`src/hdl/bdb_pkg.sv`:
```
`default_nettype none
// ---------------------------------------------------------------------------
// bdb_pkg
// Shared types, codes and word layouts of the bounded deque/bag unit.
// ---------------------------------------------------------------------------
package bdb_pkg;

  localparam int DEPTH_DEF       = 16;
  localparam int VALUE_WIDTH_DEF = 32;

  localparam int DATA_W      = 32;
  localparam int COUNT_W     = 5;
  localparam int IN_TDATA_W  = 40;
  localparam int OUT_TDATA_W = 80;

  typedef enum logic [2:0] {
    OP_PUSH_FRONT = 3'd0,
    OP_PUSH_BACK  = 3'd1,
    OP_POP_FRONT  = 3'd2,
    OP_POP_BACK   = 3'd3,
    OP_CONTAINS   = 3'd4,
    OP_REMOVE     = 3'd5
  } opcode_t;

  typedef enum logic [1:0] {
    ST_OK        = 2'd0,
    ST_EMPTY     = 2'd1,
    ST_FULL      = 2'd2,
    ST_NOT_FOUND = 2'd3
  } status_t;

  localparam int IN_PAD_W  = IN_TDATA_W - 3 - DATA_W;
  localparam int OUT_PAD_W = OUT_TDATA_W - 2 - 1 - 2 * DATA_W - COUNT_W - 1;

  // first member sits in the top bits
  typedef struct packed {
    logic [IN_PAD_W-1:0] pad;
    logic [DATA_W-1:0]   value;
    logic [2:0]          opcode;
  } in_word_t;

  typedef struct packed {
    logic [OUT_PAD_W-1:0] pad;
    logic                 is_empty;
    logic [COUNT_W-1:0]   entry_count;
    logic [DATA_W-1:0]    back_value;
    logic [DATA_W-1:0]    front_value;
    logic                 found;
    status_t              status;
  } out_word_t;

endpackage
`default_nettype wire

```
`src/hdl/bounded_deque_bag_unit.sv`:
```
`default_nettype none
// ---------------------------------------------------------------------------
// bounded_deque_bag_unit
// Bounded ordered store of signed values, usable as a deque and as a bag.
// ---------------------------------------------------------------------------
// Entries live in a circular buffer in one RAM (registered read); head index,
// count and copies of the front and back values sit in flip-flops. One word
// is worked on at a time. A push is done in the execute state. A pop
// re-reads front and back from the RAM when entries remain. Contains
// scans through the RAM one entry a cycle. Remove scans, then moves each
// later entry one place towards the front, one a cycle, then re-reads front
// and back when entries remain; when nothing matches it reports not found.
// A finished result sits in an output register, so the next word is taken
// while it waits. Empty pops, searches and removes report an empty status;
// a push into a full store is dropped. Unused opcodes leave the store alone
// and report ok.
module bounded_deque_bag_unit #(
  parameter int DEPTH       = bdb_pkg::DEPTH_DEF,
  parameter int VALUE_WIDTH = bdb_pkg::VALUE_WIDTH_DEF
) (
  input  wire logic                           clk,
  input  wire logic                           rst_n,
  input  wire logic                           in_tvalid,
  output logic                                in_tready,
  // opcode [2:0], value [34:3], zero pad [39:35]
  input  wire logic [bdb_pkg::IN_TDATA_W-1:0] in_tdata,
  output logic                                out_tvalid,
  input  wire logic                           out_tready,
  // status [1:0], found [2], front_value [34:3], back_value [66:35],
  // entry_count [71:67], is_empty [72], zero pad [79:73]
  output logic [bdb_pkg::OUT_TDATA_W-1:0]     out_tdata
);

  import bdb_pkg::*;

  localparam int IW = $clog2(DEPTH);
  localparam int CW = $clog2(DEPTH + 1);

  typedef enum logic [3:0] {
    S_IDLE,
    S_EXEC,
    S_SCAN,
    S_SHIFT,
    S_RD_FRONT,
    S_RD_BACK,
    S_RD_LAST,
    S_FINISH
  } state_t;

  typedef logic signed [VALUE_WIDTH-1:0] val_t;

  // circular position -> RAM address
  function automatic logic [IW-1:0] slot_of(input logic [IW-1:0] h, input logic [CW-1:0] p);
    logic [CW:0] sum;
    sum = (CW+1)'(h) + (CW+1)'(p);
    if (sum >= (CW+1)'(DEPTH)) begin
      sum = sum - (CW+1)'(DEPTH);
    end
    return sum[IW-1:0];
  endfunction

  state_t    state_r,    state_nxt;
  opcode_t   op_r,       op_nxt;
  val_t      val_r,      val_nxt;
  logic [IW-1:0] head_r, head_nxt;
  logic [CW-1:0] occ_r,  occ_nxt;
  val_t      front_r,    front_nxt;
  val_t      back_r,     back_nxt;
  status_t   status_r,   status_nxt;
  logic      found_r,    found_nxt;
  logic [CW-1:0] pos_r,  pos_nxt;       // next position to read
  logic      pend_r,     pend_nxt;      // a read is in flight
  logic [CW-1:0] pend_pos_r, pend_pos_nxt;
  logic      out_valid_r, out_valid_nxt;
  out_word_t out_data_r, out_data_nxt;

  in_word_t  in_word;
  logic      out_load;
  logic      ram_we;
  logic [IW-1:0] ram_waddr, ram_raddr;
  val_t      ram_wdata;
  logic [VALUE_WIDTH-1:0] ram_rdata;
  logic [CW-1:0] rd_pos;
  logic [IW-1:0] head_m1, head_p1, tail_slot;
  logic      is_full, is_empty, issue, match;

  assign in_word = in_tdata;

  bdb_ram #(
    .WIDTH (VALUE_WIDTH),
    .DEPTH (DEPTH)
  ) u_ram (
    .clk   (clk),
    .we    (ram_we),
    .waddr (ram_waddr),
    .wdata (ram_wdata),
    .raddr (ram_raddr),
    .rdata (ram_rdata)
  );

  assign is_full   = (occ_r == CW'(DEPTH));
  assign is_empty  = (occ_r == '0);
  assign head_m1   = (head_r == '0) ? IW'(DEPTH - 1) : head_r - IW'(1);
  assign head_p1   = slot_of(head_r, CW'(1));
  assign tail_slot = slot_of(head_r, occ_r);

  // read address: front/back refresh, else the scan/shift pointer
  always_comb begin
    case (state_r)
      S_RD_FRONT: rd_pos = '0;
      S_RD_BACK:  rd_pos = occ_r - CW'(1);
      default:    rd_pos = pos_r;
    endcase
  end
  assign ram_raddr = slot_of(head_r, rd_pos);

  assign match = pend_r && (val_t'(ram_rdata) == val_r);

  always_comb begin
    state_nxt    = state_r;
    op_nxt       = op_r;
    val_nxt      = val_r;
    head_nxt     = head_r;
    occ_nxt      = occ_r;
    front_nxt    = front_r;
    back_nxt     = back_r;
    status_nxt   = status_r;
    found_nxt    = found_r;
    pos_nxt      = pos_r;
    pend_nxt     = pend_r;
    pend_pos_nxt = pend_pos_r;
    in_tready    = (state_r == S_IDLE);
    out_load     = 1'b0;
    ram_we       = 1'b0;
    ram_waddr    = tail_slot;
    ram_wdata    = val_r;
    issue        = 1'b0;

    case (state_r)
      S_IDLE: begin
        if (in_tvalid) begin
          op_nxt     = opcode_t'(in_word.opcode);
          val_nxt    = VALUE_WIDTH'($signed(in_word.value));
          status_nxt = ST_OK;
          found_nxt  = 1'b0;
          state_nxt  = S_EXEC;
        end
      end

      S_EXEC: begin
        state_nxt = S_FINISH;
        case (op_r)
          OP_PUSH_FRONT, OP_PUSH_BACK: begin
            if (is_full) begin
              status_nxt = ST_FULL;
            end else begin
              ram_we  = 1'b1;
              occ_nxt = occ_r + CW'(1);
              if (op_r == OP_PUSH_FRONT) begin
                ram_waddr = head_m1;
                head_nxt  = head_m1;
                front_nxt = val_r;
                if (is_empty) begin
                  back_nxt = val_r;
                end
              end else begin
                back_nxt = val_r;
                if (is_empty) begin
                  front_nxt = val_r;
                end
              end
            end
          end
          OP_POP_FRONT, OP_POP_BACK: begin
            if (is_empty) begin
              status_nxt = ST_EMPTY;
            end else begin
              occ_nxt = occ_r - CW'(1);
              if (op_r == OP_POP_FRONT) begin
                head_nxt = head_p1;
              end
              if (occ_r != CW'(1)) begin
                state_nxt = S_RD_FRONT;
              end
            end
          end
          OP_CONTAINS, OP_REMOVE: begin
            if (is_empty) begin
              status_nxt = ST_EMPTY;
            end else begin
              pos_nxt   = '0;
              pend_nxt  = 1'b0;
              state_nxt = S_SCAN;
            end
          end
          default: ;
        endcase
      end

      // one read issued per cycle, compared once the RAM data is registered
      S_SCAN: begin
        issue = (pos_r < occ_r) && !match;
        if (issue) begin
          pos_nxt      = pos_r + CW'(1);
          pend_nxt     = 1'b1;
          pend_pos_nxt = pos_r;
        end else begin
          pend_nxt = 1'b0;
        end
        if (match) begin
          found_nxt = 1'b1;
          pend_nxt  = 1'b0;
          if (op_r == OP_REMOVE) begin
            pos_nxt   = pend_pos_r + CW'(1);
            state_nxt = S_SHIFT;
          end else begin
            state_nxt = S_FINISH;
          end
        end else if (pend_r && (pend_pos_r == occ_r - CW'(1))) begin
          pend_nxt = 1'b0;
          if (op_r == OP_REMOVE) begin
            status_nxt = ST_NOT_FOUND;
          end
          state_nxt = S_FINISH;
        end
      end

      // read entry p, write it to p-1 when its read data returns
      S_SHIFT: begin
        issue = (pos_r < occ_r);
        if (issue) begin
          pos_nxt      = pos_r + CW'(1);
          pend_nxt     = 1'b1;
          pend_pos_nxt = pos_r;
        end else begin
          pend_nxt = 1'b0;
        end
        if (pend_r) begin
          ram_we    = 1'b1;
          ram_waddr = slot_of(head_r, pend_pos_r - CW'(1));
          ram_wdata = val_t'(ram_rdata);
        end
        if (!issue && !pend_r) begin
          occ_nxt   = occ_r - CW'(1);
          state_nxt = (occ_r == CW'(1)) ? S_FINISH : S_RD_FRONT;
        end
      end

      S_RD_FRONT: state_nxt = S_RD_BACK;

      S_RD_BACK: begin
        front_nxt = val_t'(ram_rdata);
        state_nxt = S_RD_LAST;
      end

      S_RD_LAST: begin
        back_nxt  = val_t'(ram_rdata);
        state_nxt = S_FINISH;
      end

      S_FINISH: begin
        if (!out_valid_r || out_tready) begin
          out_load  = 1'b1;
          state_nxt = S_IDLE;
        end
      end

      default: state_nxt = S_IDLE;
    endcase
  end

  always_comb begin
    out_data_nxt             = out_data_r;
    if (out_load) begin
      out_data_nxt.pad         = '0;
      out_data_nxt.status      = status_r;
      out_data_nxt.found       = found_r;
      out_data_nxt.front_value = is_empty ? '0 : DATA_W'(front_r);
      out_data_nxt.back_value  = is_empty ? '0 : DATA_W'(back_r);
      out_data_nxt.entry_count = COUNT_W'(occ_r);
      out_data_nxt.is_empty    = is_empty;
    end
    if (out_load) begin
      out_valid_nxt = 1'b1;
    end else if (out_tready) begin
      out_valid_nxt = 1'b0;
    end else begin
      out_valid_nxt = out_valid_r;
    end
  end

  always_ff @(posedge clk) begin
    if (!rst_n) begin
      state_r     <= S_IDLE;
      head_r      <= '0;
      occ_r       <= '0;
      pend_r      <= 1'b0;
      out_valid_r <= 1'b0;
      out_data_r  <= '0;
    end else begin
      state_r     <= state_nxt;
      head_r      <= head_nxt;
      occ_r       <= occ_nxt;
      pend_r      <= pend_nxt;
      out_valid_r <= out_valid_nxt;
      out_data_r  <= out_data_nxt;
    end
  end

  always_ff @(posedge clk) begin
    op_r       <= op_nxt;
    val_r      <= val_nxt;
    front_r    <= front_nxt;
    back_r     <= back_nxt;
    status_r   <= status_nxt;
    found_r    <= found_nxt;
    pos_r      <= pos_nxt;
    pend_pos_r <= pend_pos_nxt;
  end

  assign out_tvalid = out_valid_r;
  assign out_tdata  = out_data_r;

  // ---- assertions ----
  a_occ_bound: assert property (@(posedge clk) disable iff (!rst_n)
    occ_r <= CW'(DEPTH))
    else $error("entry count beyond depth");

  a_one_word: assert property (@(posedge clk) disable iff (!rst_n)
    (in_tvalid && in_tready) |=> !in_tready)
    else $error("second word taken while one is in work");

  a_found_ok: assert property (@(posedge clk) disable iff (!rst_n)
    (out_valid_r && out_data_r.found) |-> (out_data_r.status == ST_OK))
    else $error("match reported with a failing status");

  a_full_drop: assert property (@(posedge clk) disable iff (!rst_n)
    (out_load && (status_r == ST_FULL)) |-> is_full)
    else $error("push dropped while space remained");

endmodule
`default_nettype wire

```
`src/hdl/bdb_ram.sv`:
```
`default_nettype none
// ---------------------------------------------------------------------------
// bdb_ram
// Generic single-write, single-read RAM with registered read data.
// ---------------------------------------------------------------------------
module bdb_ram #(
  parameter int WIDTH = 32,
  parameter int DEPTH = 16
) (
  input  wire logic                     clk,
  input  wire logic                     we,
  input  wire logic [$clog2(DEPTH)-1:0] waddr,
  input  wire logic [WIDTH-1:0]         wdata,
  input  wire logic [$clog2(DEPTH)-1:0] raddr,
  output logic      [WIDTH-1:0]         rdata
);

  logic [WIDTH-1:0] mem [DEPTH];

  always_ff @(posedge clk) begin
    if (we) begin
      mem[waddr] <= wdata;
    end
    rdata <= mem[raddr];
  end

endmodule
`default_nettype wire

```
`config.mk`:
```
export PLATFORM = sky130hd
export DESIGN_NAME = bounded_deque_bag_unit
export DESIGN_NICKNAME = d
export VERILOG_FILES = /design/src/hdl/bdb_pkg.sv /design/src/hdl/bounded_deque_bag_unit.sv /design/src/hdl/bdb_ram.sv
export SDC_FILE = /design/constraint.sdc
export NUM_CORES = 1
export LEC_CHECK = 0
export BUFFER_PORTS_ARGS = -buffer_cell sky130_fd_sc_hd__buf_2
export CAP_MARGIN = 20
export CORE_UTILIZATION = 60
export CTS_CLUSTER_DIAMETER = 150
export DETAILED_ROUTE_END_ITERATION = 10
export PLACE_DENSITY_LB_ADDON = 0.3
export SETUP_SLACK_MARGIN = 0.4
export SKIP_CTS_REPAIR_TIMING = 1
export SYNTH_ARGS = -nofsm -noshare
export SYNTH_HDL_FRONTEND = slang
export SYNTH_SLANG_ARGS = --single-unit
```
`constraint.sdc`:
```
create_clock -name clk -period 4.4 [get_ports clk]
set_input_delay 0.44 -clock clk [delete_from_list [all_inputs] [get_ports clk]]
set_output_delay 0.44 -clock clk [all_outputs]
set_load 0.005 [all_outputs]
```
======== Word-level counts from Yosys, hierarchy flattened ========
Memories as Yosys holds them, arrays and structs flattened. A register that Yosys moved wholly into a read port is not among the register bits.
Cells that the tools add are included.
Widths: inputs -> output; s select.
cells by class
  add/subtract/negate cells ............... 14
  multipliers ............................. 0
  div/mod/pow operators ................... 0
  $lt $le $gt $ge ......................... 5
  eq/ne operators ......................... 43
  shifts and indexed selects .............. 0
  multiplexer cells ....................... 84
  bitwise logic cells ..................... 0
  reductions and logical operators ........ 37
operators by type and width
  operator             count
  $mux 32              11
  $pmux 32 s2          2
  $mux 4               18
  $mux 5               11
  $pmux 5 s2           4
  $eq 32x32->1         1
  $ne 2x2->1 const B   16
  $pmux 4 s8           1
  $ne 3x3->1 const B   7
  $sub 4x1->4 const B  5
  $add 4x5->6          3
  $ge 6x5->1 const B   3
  $mux 2               9
  $mux 1               17
  $eq 4x3->1 const B   4
  $pmux 4 s2           2
  $reduce_and 4->1     4
  $add 5x1->5 const B  3
  $pmux 5 s3           1
  $reduce_bool 2->1    7
  $sub 5x1->5 const B  2
  $reduce_and 3->1     3
  $eq 4x2->1 const B   2
  $logic_not 4->1      2
  32 further kinds     45
storage, ports and cells
  register bits ........................... 200
  latch bits .............................. 0
  RAM bits ................................ 512
  ROM bits ................................ 0
  input bits .............................. 44
  output and inout port bits .............. 82
  logic and storage cells ................. 203
  memories ................................ 1
memory list
  memory     depth  bits a word  rd ports  clocked after Yosys merged registers in  wr ports  RTL line       text
  u_ram.mem  16     32           1         1                                        1         bdb_ram.sv:18  logic [WIDTH-1:0] mem [DEPTH];

======== Logic depth before layout (Yosys ltp) ========
Gate-level depths: netlist of the first run.
  depth after elaboration ................. 8
  mapped depth ............................ 13
  mapped depth without buffers ............ 11

======== Hierarchy ========
From an unflattened synthesis of the first run, not the netlist that was laid out.
unflattened totals
  cell total of the unflattened synthesis .. 1,697
  area total of the unflattened synthesis .. 29,627.2 µm²
modules (own cells, without submodules)
  module                  instances  cells each  area an instance (µm²)  sequential area each (µm²)
  bdb_ram                 1          838         19,835.3                16,015.4
  bounded_deque_bag_unit  1          859         9,791.9                 5,104.9

======== Worst setup path before layout of the first run ========
OpenSTA, ideal clock, no wires.
  kind .................................... flip-flop to flip-flop
  from .................................... register occ_r[0]
  to ...................................... memory u_ram.mem[2][0], enable pin
  library setup time ...................... 421 ps
  arrival time ............................ 3,508 ps
  required time ........................... 3,979 ps
  setup slack ............................. 471 ps
  cell stages (with the launch flop) ...... 12
  path buffers ............................ 2
  clock period less this slack ............ 3,929 ps
  cells stage by stage .................... dfxtp_1 -> clkbuf_1 -> inv_1 -> ha_1 -> buf_2 -> nor3b_1 -> a21boi_1 -> nand3_1 -> o22a_1 -> a21oi_1 -> nand2_1 -> nor2_1
on the way
  cells in the longest elaborated chain, start to end .. 7
  elaborated cells on any way between the ends .. 15
  those cells by class .................... add/sub (2); order compare (1); eq/ne (1); mux (11)
RTL lines
  item                                       RTL line                                                    text
  start: declaration                         bounded_deque_bag_unit.sv:66                                logic [CW-1:0] occ_r, occ_nxt;
  start signal: assignment                   bounded_deque_bag_unit.sv:303                               occ_r <= occ_nxt;
  $add 4x5->6                                bounded_deque_bag_unit.sv:55                                sum = (CW+1)'(h) + (CW+1)'(p);
  $ge 6x5->1 or $sub 4x1->4 (tied branches)  bounded_deque_bag_unit.sv:56, bounded_deque_bag_unit.sv:57
  $mux 4                                     bounded_deque_bag_unit.sv:56                                if (sum >= (CW+1)'(DEPTH)) begin
  $mux 4                                     bounded_deque_bag_unit.sv:159                               if (op_r == OP_PUSH_FRONT) begin
  $mux 4                                     bounded_deque_bag_unit.sv:154                               if (is_full) begin
  $mux 4                                     bounded_deque_bag_unit.sv:152                               case (op_r)
  $pmux 4 s2                                 bounded_deque_bag_unit.sv:139                               case (state_r)
  end: declaration                           bdb_ram.sv:18
Several ways; a longest one is shown, not always the timed one.

======== Worst setup path after layout of the first run ========
  from .................................... register occ_r[1]
  to ...................................... register u_ram.rdata[1], read port of u_ram.mem
on the way
  cells in the longest elaborated chain, start to end .. 5
  elaborated cells on any way between the ends .. 6
  those cells by class .................... add/sub (3); order compare (1); mux (2)
RTL lines
  item                                       RTL line                                                    text
  $sub 5x1->5 *                              bounded_deque_bag_unit.sv:111                               S_RD_BACK: rd_pos = occ_r - CW'(1);
  $pmux 5 s2 *                               bounded_deque_bag_unit.sv:109                               case (state_r)
  $add 4x5->6 *                              bounded_deque_bag_unit.sv:55
  $ge 6x5->1 or $sub 4x1->4 (tied branches)  bounded_deque_bag_unit.sv:56, bounded_deque_bag_unit.sv:57
  $mux 4 *                                   bounded_deque_bag_unit.sv:56
  end: declaration                           bdb_ram.sv:15                                               output logic [WIDTH-1:0] rdata
Mark *: on every way between the ends. The rest lies on a longest branch, timed or not.
A chain may end at the register's enable or synchronous reset.

==> out/metrics.json, run 1 <==
{
  "die": {
    "design.portCount": 126,
    "std_cell_rows": 81,
    "die_height_microns": 224.6,
    "dieArea_sq_um": 50470,
    "horizontal_die_dimension_microns": 224.6,
    "fp.coreArea_sq_um": 48950,
    "initial_utilization_pct": 60.76
  },
  "timing": {
    "setup_viol": 0,
    "timing.clock.skew_ns": 0.01223,
    "tns_ns": 0,
    "slew_headroom_pct": 27.83,
    "maxSlewViolCount": 0,
    "timing_worst_slew_pin_value_ns": 1.080,
    "finalWorstPathRequiredPeriod_ns": 3.798,
    "upper_clock_frequency_limit_mhz": 263.3,
    "rsz_0062_raised_after_global_routing": "false",
    "final.period_utilization_pct": 86.32,
    "worst_hold_slack_ns": 0.02744,
    "final_hold_viol_count": 0
  },
  "critical_path": {
    "setup.worst_path.start_class": "register",
    "r2r_setup_slack_ns": 0.60,
    "path_class": "register to register",
    "worst-r2r-cell-count": 9,
    "worst_ep_arrival_time_ns": 4.27,
    "r2r_start": "occ_r[1]$_SDFFE_PN0P_",
    "crit_path_end": "u_ram.rdata[1]$_DFF_P_",
    "worst_setup_path_startpoint": "occ_r[1]$_SDFFE_PN0P_",
    "r2r_end": "u_ram.rdata[1]$_DFF_P_",
    "path_max_fanout": 22,
    "crit_path_capture_type": "register",
    "cp_data_required_time_ns": 4.87
  },
  "finish": {
    "layout.cell_area.non_filler_sq_um": 34100,
    "antenna_cells": 0,
    "area_delta_synth_final_pct": 14.64,
    "nNetsFinal": 1970,
    "drive_above_1_share_pct": 26.36
  },
  "pwr": {
    "total_leakage_power_nw": 11.52,
    "largest_vdd_supply_drop_v": 0.0006928,
    "power_per_cell_area_nw_per_um2": 677.9,
    "power_after_layout_mw": 23.11
  },
  "synthesis": {
    "synth-edff-count": 624,
    "synth.yosys.warnings": 0,
    "postSynth.topFlopCell": "sky130_fd_sc_hd__edfxtp_1",
    "mappedNetlistArea_sq_um": 29740,
    "netlist.top_cell.by_area": "sky130_fd_sc_hd__edfxtp_1",
    "synth_top_area_share_pct": 63.00,
    "synth_seq_cells": 743,
    "dominant_cells_by_area_after_synthesis": "sky130_fd_sc_hd__edfxtp_1 63%, sky130_fd_sc_hd__mux4_2 9.7%, sky130_fd_sc_hd__dfxtp_1 8.0%",
    "netlist-cell-type-count": 67,
    "yosysSeqAreaShare_pct": 71.01,
    "post_synth_inst_count": 1751,
    "synthArstFlopShare_pct": 0,
    "synth_area_per_cell_sq_um": 16.99
  },
  "grt": {
    "grt_max_degree": 75,
    "grt_first_pass_wirelength_microns": 100800,
    "global_route_overflow": 0,
    "vias_in_the_first_global_route": 16420,
    "antenna_found_initial": 0,
    "grt_usage_pct": 27.32
  },
  "cts": {
    "tritoncts": "done",
    "worst_skew_late_latency_ns": 0.60,
    "cts_h_tree_depth": 3,
    "root_buffer": "sky130_fd_sc_hd__clkbuf_16",
    "cts-buffers-inserted": 75,
    "cts.sink_count": 743,
    "clock_path_buffers": 3,
    "clk_pin_slew_worst_paths_ns": 0.06
  },
  "place": {
    "numPortBuffers": 113,
    "hpwl_after_detailed_placement_microns": 38230,
    "gp_congestion": 0.9429,
    "place_area_sq_um": 31480
  },
  "detailed_routing": {
    "final_antenna_net_count": 0,
    "routed_wl_microns": 67570,
    "vias": 16470,
    "drc_errors": 0,
    "post_drt_wl_per_cell_microns": 25.74,
    "firstDrtPassIters": 5,
    "dr.first_iter.drc_count": 1761,
    "vias_per_cell": 6.276
  },
  "run": {
    "timing.max_cap.violations": 0
  },
  "worst_hold_path": {
    "min-delay-path-class": "input pin to register"
  },
  "outcome": {
    "outcome": "complete, no violations"
  }
}
cell usage in the layout, fill, tap and decap left out, types with 11 or more instances in the layout:
cell	instances
sky130_fd_sc_hd__edfxtp_1	624
sky130_fd_sc_hd__mux4_2	128
sky130_fd_sc_hd__dfxtp_1	118
sky130_fd_sc_hd__nand2_1	117
sky130_fd_sc_hd__buf_2	113
sky130_fd_sc_hd__nor2_1	91
sky130_fd_sc_hd__clkbuf_16	81
sky130_fd_sc_hd__mux2_2	77
sky130_fd_sc_hd__a22oi_1	64
sky130_fd_sc_hd__a21oi_1	38
sky130_fd_sc_hd__a31oi_1	36
sky130_fd_sc_hd__xor2_1	35
sky130_fd_sc_hd__a211oi_1	35
sky130_fd_sc_hd__and2_1	32
sky130_fd_sc_hd__buf_4	25
sky130_fd_sc_hd__xnor2_1	23
sky130_fd_sc_hd__ha_1	23
sky130_fd_sc_hd__mux2_1	21
sky130_fd_sc_hd__nand3_1	19
sky130_fd_sc_hd__clkbuf_1	19
sky130_fd_sc_hd__buf_12	19
sky130_fd_sc_hd__inv_1	18
sky130_fd_sc_hd__nor2_4	18
sky130_fd_sc_hd__o21ai_0	11
sky130_fd_sc_hd__dlygate4sd3_1	11
power breakdown:
part	leakage [nW]	total [mW]	switching [mW]	internal, mW
Sequential	6.61	9.51	0.702	8.81
Combinational	3.70	7.27	4.12	3.15
Clock	1.21	6.33	2.57	3.76
Total	11.5	23.1	7.39	15.7
through the flow:
stage,utilization [%],setup slack (ns),instances
after global placement,64.31,0.5951,2475
after CTS,69.39,0.4882,2614
after detailed placement,64.31,0.5572,2475
after global routing,69.66,0.4307,2625
after floorplan,-,0.4711,1757
final,69.66,0.6020,2625
cells in the mapped netlist, types with 4 or more instances:
cell type and n:
sky130_fd_sc_hd__o21ai_0 11, sky130_fd_sc_hd__mux2_1 21, sky130_fd_sc_hd__nor4_1 8, sky130_fd_sc_hd__inv_1 19
sky130_fd_sc_hd__and2_1 33, sky130_fd_sc_hd__clkbuf_1 63, sky130_fd_sc_hd__buf_1 9, sky130_fd_sc_hd__nand4_1 10
sky130_fd_sc_hd__mux4_2 128, sky130_fd_sc_hd__a21o_1 7, sky130_fd_sc_hd__a31oi_1 36, sky130_fd_sc_hd__o21ai_1 4
sky130_fd_sc_hd__buf_2 22, sky130_fd_sc_hd__dfxtp_1 119, sky130_fd_sc_hd__xor2_1 36, sky130_fd_sc_hd__mux2_2 77
sky130_fd_sc_hd__nand2b_1 6, sky130_fd_sc_hd__xnor2_1 25, sky130_fd_sc_hd__ha_1 24, sky130_fd_sc_hd__edfxtp_1 624
sky130_fd_sc_hd__nor2_1 108, sky130_fd_sc_hd__mux2i_1 5, sky130_fd_sc_hd__nor3_1 9, sky130_fd_sc_hd__a22oi_1 64
sky130_fd_sc_hd__nand3_1 19, sky130_fd_sc_hd__a211oi_1 35, sky130_fd_sc_hd__nor2b_1 4, sky130_fd_sc_hd__nand2_1 118
sky130_fd_sc_hd__a21oi_1 39, sky130_fd_sc_hd__buf_4 9
worst min-delay path by stage:
| stage | startpoint | endpoint | slack [ns] | cells past startpoint |
|---|---|---|---|---|
| after floorplan | out_tdata[0]$_SDFFE_PN0P_ | out_tdata[0]$_SDFFE_PN0P_ | 0.45 | 2 |
| after global placement | out_tdata[71]$_SDFFE_PN0P_ | out_tdata[71]$_SDFFE_PN0P_ | 0.44 | 2 |
| after detailed placement | out_tdata[71]$_SDFFE_PN0P_ | out_tdata[71]$_SDFFE_PN0P_ | 0.45 | 2 |
| after CTS | in_tdata[0] | op_r[0]$_DFFE_PP_ | -0.01 | 1 |
| after global routing | in_tdata[33] | val_r[30]$_DFFE_PP_ | -0.0005 | 1 |
| final | in_tdata[33] | val_r[30]$_DFFE_PP_ | 0.03 | 1 |
cell families (layout without fill, tap and decap cells):
family | after synthesis | in the layout | share of synthesized area, %
flops | 743 | 743 | 71.01
mux | 231 | 231 | 13.57
xor+xnor | 61 | 61 | 1.796
simple gates | 339 | 339 | 5.452
compound gates | 225 | 225 | 5.174
other cells | 1 | 7 | 0.01261
buf+inv | 124 | 328 | 1.771
fa+ha+maj | 27 | 27 | 1.212
metal layers:
metal | GRT usage [%] | wire length, microns | vias up
li1 | - | - | 7163
met1 | 38.49 | 27250 | 8395
met2 | 43.64 | 32770 | 771
met3 | 5.291 | 5836 | 145
met4 | 8.361 | 1710 | 0
met5 | 0 | 0 | -
state kept, by name, indices dropped and copies added, names as in the netlist, 2 cells and up:
name	count
head_r	4
status_r	2
val_r	32
u_ram.mem	512
u_ram.rdata	32
occ_r	5
front_r	32
pos_r	5
pend_pos_r	5
back_r	32
out_tdata	73
state_r	3
op_r	3
critical path, cell delays in order (launching register included):
cell                       delay, ns
sky130_fd_sc_hd__dfxtp_1        0.54
sky130_fd_sc_hd__inv_1          0.15
sky130_fd_sc_hd__ha_1           0.39
sky130_fd_sc_hd__o31ai_2        0.13
sky130_fd_sc_hd__fa_4           1.08
sky130_fd_sc_hd__buf_4          0.40
sky130_fd_sc_hd__mux4_2         0.34
sky130_fd_sc_hd__and2_1         0.18
sky130_fd_sc_hd__a211oi_1       0.37
sky130_fd_sc_hd__a31oi_1        0.07
cell type report:
type	instances	area [sq um]
Clock buffer	106	2181
Clock inverter	33	305.3
Fill cell	3027	14850
Inverter	21	78.83
Multi-Input combinational cell	890	8337
Sequential cell	743	21120
Tap cell	664	830.8
Timing Repair Buffer	168	1244
No activity file was read; power rests on OpenSTA's default activity.
==> run 2, diff against run 1 <==
ABC_AREA = 1   (was default)
==> run 2 against run 1 <==
  * Critical path depth unchanged
  * Area after synthesis is 4.4% higher
  * Sequential cell count is the same
  * Design area increased by 3.0%
  * Largest power group unchanged
==> out/metrics.json, run 2 <==
{
  "detailed_routing": {
    "drc_errors": {"value": 0, "change": "unchanged"},
    "vias_per_cell": {"value": 5.925, "change": "was 6.276"},
    "dr.first_iter.drc_count": {"value": 2290, "change": "was 1761"},
    "final_antenna_net_count": {"value": 0, "change": "unchanged"},
    "firstDrtPassIters": {"value": 6, "change": "was 5"},
    "vias": {"value": 20760, "change": "was 16470"},
    "post_drt_wl_per_cell": {"value": 21.02, "unit": "microns", "change": "was 25.74 microns"},
    "routed_wl": {"value": 73670, "unit": "microns", "change": "was 67570 microns"}
  },
  "timing": {
    "maxSlewViolCount": {"value": 0, "change": "unchanged"},
    "timing.clock.skew": {"value": 0.01865, "unit": "ns", "change": "was 0.01223 ns"},
    "upper_clock_frequency_limit": {"value": 265.1, "unit": "MHz", "change": "was 263.3 MHz"},
    "worst_hold_slack": {"value": 0.01763, "unit": "ns", "change": "was 0.02744 ns"},
    "tns": {"value": 0, "unit": "ns", "change": "unchanged"},
    "rsz_0062_raised_after_global_routing": {"value": "false", "change": "unchanged"},
    "final_hold_viol_count": {"value": 0, "change": "unchanged"},
    "timing_worst_slew_pin_value": {"value": 1.008, "unit": "ns", "change": "was 1.080 ns"},
    "final.period_utilization": {"value": 85.72, "unit": "%", "change": "was 86.32%"},
    "finalWorstSetupSlack": {"value": 0.6282, "unit": "ns", "change": "was 0.6020 ns"},
    "finalWorstPathRequiredPeriod": {"value": 3.772, "unit": "ns", "change": "was 3.798 ns"},
    "setup_viol": {"value": 0, "change": "unchanged"},
    "slew_headroom": {"value": 32.65, "unit": "%", "change": "was 27.83%"}
  },
  "synthesis": {
    "netlist.top_cell.by_area": {"value": "sky130_fd_sc_hd__edfxtp_1", "change": "unchanged"},
    "synth_seq_cells": {"value": 743, "change": "unchanged"},
    "synthArstFlopShare": {"value": 0, "unit": "%", "change": "unchanged"},
    "yosysSeqAreaShare": {"value": 68.03, "unit": "%", "change": "was 71.01%"},
    "synth-adder-area-share": {"value": 1.161, "unit": "%", "change": "was 1.212%"},
    "post_synth_inst_count": {"value": 2650, "change": "was 1751"},
    "synth.yosys.warnings": {"value": 0, "change": "unchanged"},
    "synth-simple-area-share": {"value": 8.097, "unit": "%", "change": "was 5.452%"},
    "netlist-cell-type-count": {"value": 50, "change": "was 67"},
    "postSynth.topFlopCell": {"value": "sky130_fd_sc_hd__edfxtp_1", "change": "unchanged"},
    "ranking_of_synthesized_cells_by_instance_count": {"value": "624 x sky130_fd_sc_hd__edfxtp_1, 468 x sky130_fd_sc_hd__nand2_1, 311 x sky130_fd_sc_hd__o21ai_0", "change": "was 624 x sky130_fd_sc_hd__edfxtp_1, 128 x sky130_fd_sc_hd__mux4_2, 119 x sky130_fd_sc_hd__dfxtp_1"},
    "synth_area_per_cell": {"value": 11.72, "unit": "sq um", "change": "was 16.99 sq um"},
    "synthXorXnorAreaFrac": {"value": 0.8746, "unit": "%", "change": "was 1.796%"},
    "yosysMostFrequentCell": {"value": "sky130_fd_sc_hd__edfxtp_1", "change": "unchanged"},
    "yosys-mux-area-fraction": {"value": 4.127, "unit": "%", "change": "was 13.57%"},
    "dominant_cells_by_area_after_synthesis": {"value": "sky130_fd_sc_hd__edfxtp_1 60%, sky130_fd_sc_hd__dfxtp_1 7.7%, sky130_fd_sc_hd__nand2_1 5.7%", "change": "was sky130_fd_sc_hd__edfxtp_1 63%, sky130_fd_sc_hd__mux4_2 9.7%, sky130_fd_sc_hd__dfxtp_1 8.0%"},
    "mappedNetlistArea": {"value": 31040, "unit": "sq um", "change": "was 29740 sq um"},
    "synth_compound_gate_area_share": {"value": 12.17, "unit": "%", "change": "was 5.174%"},
    "synth-edff-count": {"value": 624, "change": "unchanged"},
    "combinational_family_with_the_most_area_after_synthesis": {"value": "compound AO/OA/AOI/OAI gates", "change": "was multiplexers"},
    "synth_top_area_share": {"value": 60.36, "unit": "%", "change": "was 63.00%"}
  },
  "outcome": {
    "outcome": {"value": "complete, no violations", "change": "unchanged"}
  },
  "place": {
    "gp_congestion": {"value": 0.9030, "change": "was 0.9429"},
    "dp_worst_setup_slack": {"value": 0.7666, "unit": "ns", "change": "was 0.5572 ns"},
    "hpwl_after_detailed_placement": {"value": 43050, "unit": "microns", "change": "was 38230 microns"},
    "numPortBuffers": {"value": 113, "change": "unchanged"}
  },
  "grt": {
    "grt_max_degree": {"value": 109, "change": "was 75"},
    "vias_in_the_first_global_route": {"value": 19890, "change": "was 16420"},
    "global_route_overflow": {"value": 0, "change": "unchanged"},
    "antenna_found_initial": {"value": 0, "change": "unchanged"},
    "grt_first_pass_wirelength": {"value": 113600, "unit": "microns", "change": "was 100800 microns"},
    "grt_usage": {"value": 28.15, "unit": "%", "change": "was 27.32%"}
  },
  "finish": {
    "nNetsFinal": {"value": 2845, "change": "was 1970"},
    "largest_reg_flops": {"value": 512, "change": "unchanged"},
    "largest-register": {"value": "u_ram.mem", "change": "unchanged"},
    "area_delta_synth_final": {"value": 13.14, "unit": "%", "change": "was 14.64%"},
    "drive_above_1_share": {"value": 12.82, "unit": "%", "change": "was 26.36%"},
    "mostFrequentLayoutCells": {"value": "624 x sky130_fd_sc_hd__edfxtp_1, 467 x sky130_fd_sc_hd__nand2_1, 311 x sky130_fd_sc_hd__o21ai_0, 253 x sky130_fd_sc_hd__a21oi_1, 243 x sky130_fd_sc_hd__inv_1", "change": "was 624 x sky130_fd_sc_hd__edfxtp_1, 128 x sky130_fd_sc_hd__mux4_2, 118 x sky130_fd_sc_hd__dfxtp_1, 117 x sky130_fd_sc_hd__nand2_1, 113 x sky130_fd_sc_hd__buf_2"},
    "layout.cells.most_common": {"value": "sky130_fd_sc_hd__edfxtp_1", "change": "unchanged"},
    "antenna_cells": {"value": 0, "change": "unchanged"}
  },
  "cts": {
    "root_buffer": {"value": "sky130_fd_sc_hd__clkbuf_16", "change": "unchanged"},
    "cts.sink_count": {"value": 743, "change": "unchanged"},
    "cts_h_tree_depth": {"value": 3, "change": "unchanged"},
    "tritoncts": {"value": "done", "change": "unchanged"},
    "clock_path_buffers": {"value": 3, "change": "unchanged"},
    "cts-buffers-inserted": {"value": 74, "change": "was 75"},
    "clk_pin_slew_worst_paths": {"value": 0.06, "unit": "ns", "change": "about the same"},
    "worst_skew_late_latency": {"value": 0.60, "unit": "ns", "change": "about the same"}
  },
  "worst_hold_path": {
    "min-delay-path-class": {"value": "input pin to register", "change": "unchanged"}
  },
  "critical_path": {
    "cp_data_required_time": {"value": 4.86, "unit": "ns", "change": "was 4.87 ns"},
    "worst_ep_arrival_time": {"value": 4.23, "unit": "ns", "change": "was 4.27 ns"},
    "timing.critical_path.slowest_stage_cell": {"value": "sky130_fd_sc_hd__fa_4", "change": "unchanged"},
    "setup.worst_path.start_class": {"value": "register", "change": "unchanged"},
    "crit_path_cell_trace": {"value": "inv_2 > ha_1 > o22ai_1 > fa_4 > clkinv_2 > buf_4 > o211ai_1 > a21oi_1 > a31oi_1", "change": "was inv_1 > ha_1 > o31ai_2 > fa_4 > buf_4 > mux4_2 > and2_1 > a211oi_1 > a31oi_1"},
    "cp_slowest_stage_delay": {"value": 0.86, "unit": "ns", "change": "was 1.08 ns"},
    "path_class": {"value": "register to register", "change": "unchanged"},
    "crit_path_capture_type": {"value": "register", "change": "unchanged"},
    "path_max_fanout": {"value": 64, "change": "was 22"}
  },
  "die": {
    "horizontal_die_dimension": {"value": 229.5, "unit": "microns", "change": "was 224.6 microns"},
    "std_cell_rows": {"value": 82, "change": "was 81"},
    "fp.coreArea": {"value": 50580, "unit": "sq um", "change": "was 48950 sq um"},
    "dieArea": {"value": 52650, "unit": "sq um", "change": "was 50470 sq um"},
    "die_height": {"value": 229.5, "unit": "microns", "change": "was 224.6 microns"},
    "initial_utilization": {"value": 61.38, "unit": "%", "change": "was 60.76%"},
    "design.portCount": {"value": 126, "change": "unchanged"}
  },
  "pwr": {
    "power_per_cell_area": {"value": 722.5, "unit": "nW/um^2", "change": "was 677.9 nW/um^2"},
    "largest_vdd_supply_drop": {"value": 0.0007872, "unit": "V", "change": "was 0.0006928 V"},
    "total_leakage_power": {"value": 13.10, "unit": "nW", "change": "was 11.52 nW"},
    "power_after_layout": {"value": 25.38, "unit": "mW", "change": "was 23.11 mW"}
  },
  "run": {
    "timing.max_cap.violations": {"value": 0, "change": "unchanged"}
  }
}
-- run 2: changes by cell type in the layout (fill, tap and decap cells not counted), sizes merged, moves of 98 or more --
cell   previous run  this run
inv              24       260
o21ai            15       323
mux4            128         0
nand2           118       471
mux2i             5       128
mux2             98         0
a21oi            39       255
-- run 2: per-layer routing --
layer  share of wire [%]  vias to the layer above  global-route usage (%)
met5                   0                        -                       0
met4                 2.6                        0                   9.583
met3                 9.3                      132                   4.806
met2                  47                      951                   44.90
met1                  41                    10120                   39.36
li1                    -                     9560                       -
-- run 2: power by group --
group / switching [mW] / total (mW) / internal [mW]
registers: 0.685 / 9.63 / 8.94
logic: 6.38 / 9.46 / 3.07
clock network: 2.59 / 6.29 / 3.70
-- run 2: worst paths after layout --
check	start	end	slack [ns]	cells after the start
worst max-delay path	occ_r[0]$_SDFFE_PN0P_	u_ram.rdata[15]$_DFF_P_	0.63	9
worst min-delay path	in_tdata[18]	val_r[15]$_DFFE_PP_	0.02	1
worst max register to register	occ_r[0]$_SDFFE_PN0P_	u_ram.rdata[15]$_DFF_P_	0.63	9
worst min register to register	out_tdata[43]$_SDFFE_PN0P_	out_tdata[43]$_SDFFE_PN0P_	0.46	2
-- run 2: per-stage QoR --
step           area [sq um]  util, %  std cells
4_1_cts               35040    69.28       3498
3_3_place_gp          32610    64.48       3364
2_1_floorplan         31070        -       2656
3_5_place_dp          32610    64.48       3364
6_report              35120    69.44       3504
5_1_grt               35120    69.44       3504
-- run 2: final cells by class --
class                      count  area (sq um)
clock inverter                34         340.3
tap                          672         840.8
inverter                     258         972.2
multi-input combinational   1508          8413
sequential                   743         21120
timing repair buffer         189          1346
clock buffer                 100          2092
fill                        3413         15460
-- run 2: cell families after synthesis --
| family | count (synthesis) |
|---|---|
| other | 1 |
| and+or+nand+nor | 621 |
| DFF | 743 |
| AOI/OAI and AO/OA | 697 |
| adders and majority gates | 27 |
| buffers and inverters | 405 |
| xor gates and xnor gates | 28 |
| muxes | 128 |
-- run 2: critical path, delay by kind of cell, from the launching register on --
kind                       cells  cell delay (ns)
AOI/OAI and AO/OA              4             0.92
adders and majority gates      2             1.25
buffers and inverters          3             0.85
DFF                            1             0.57
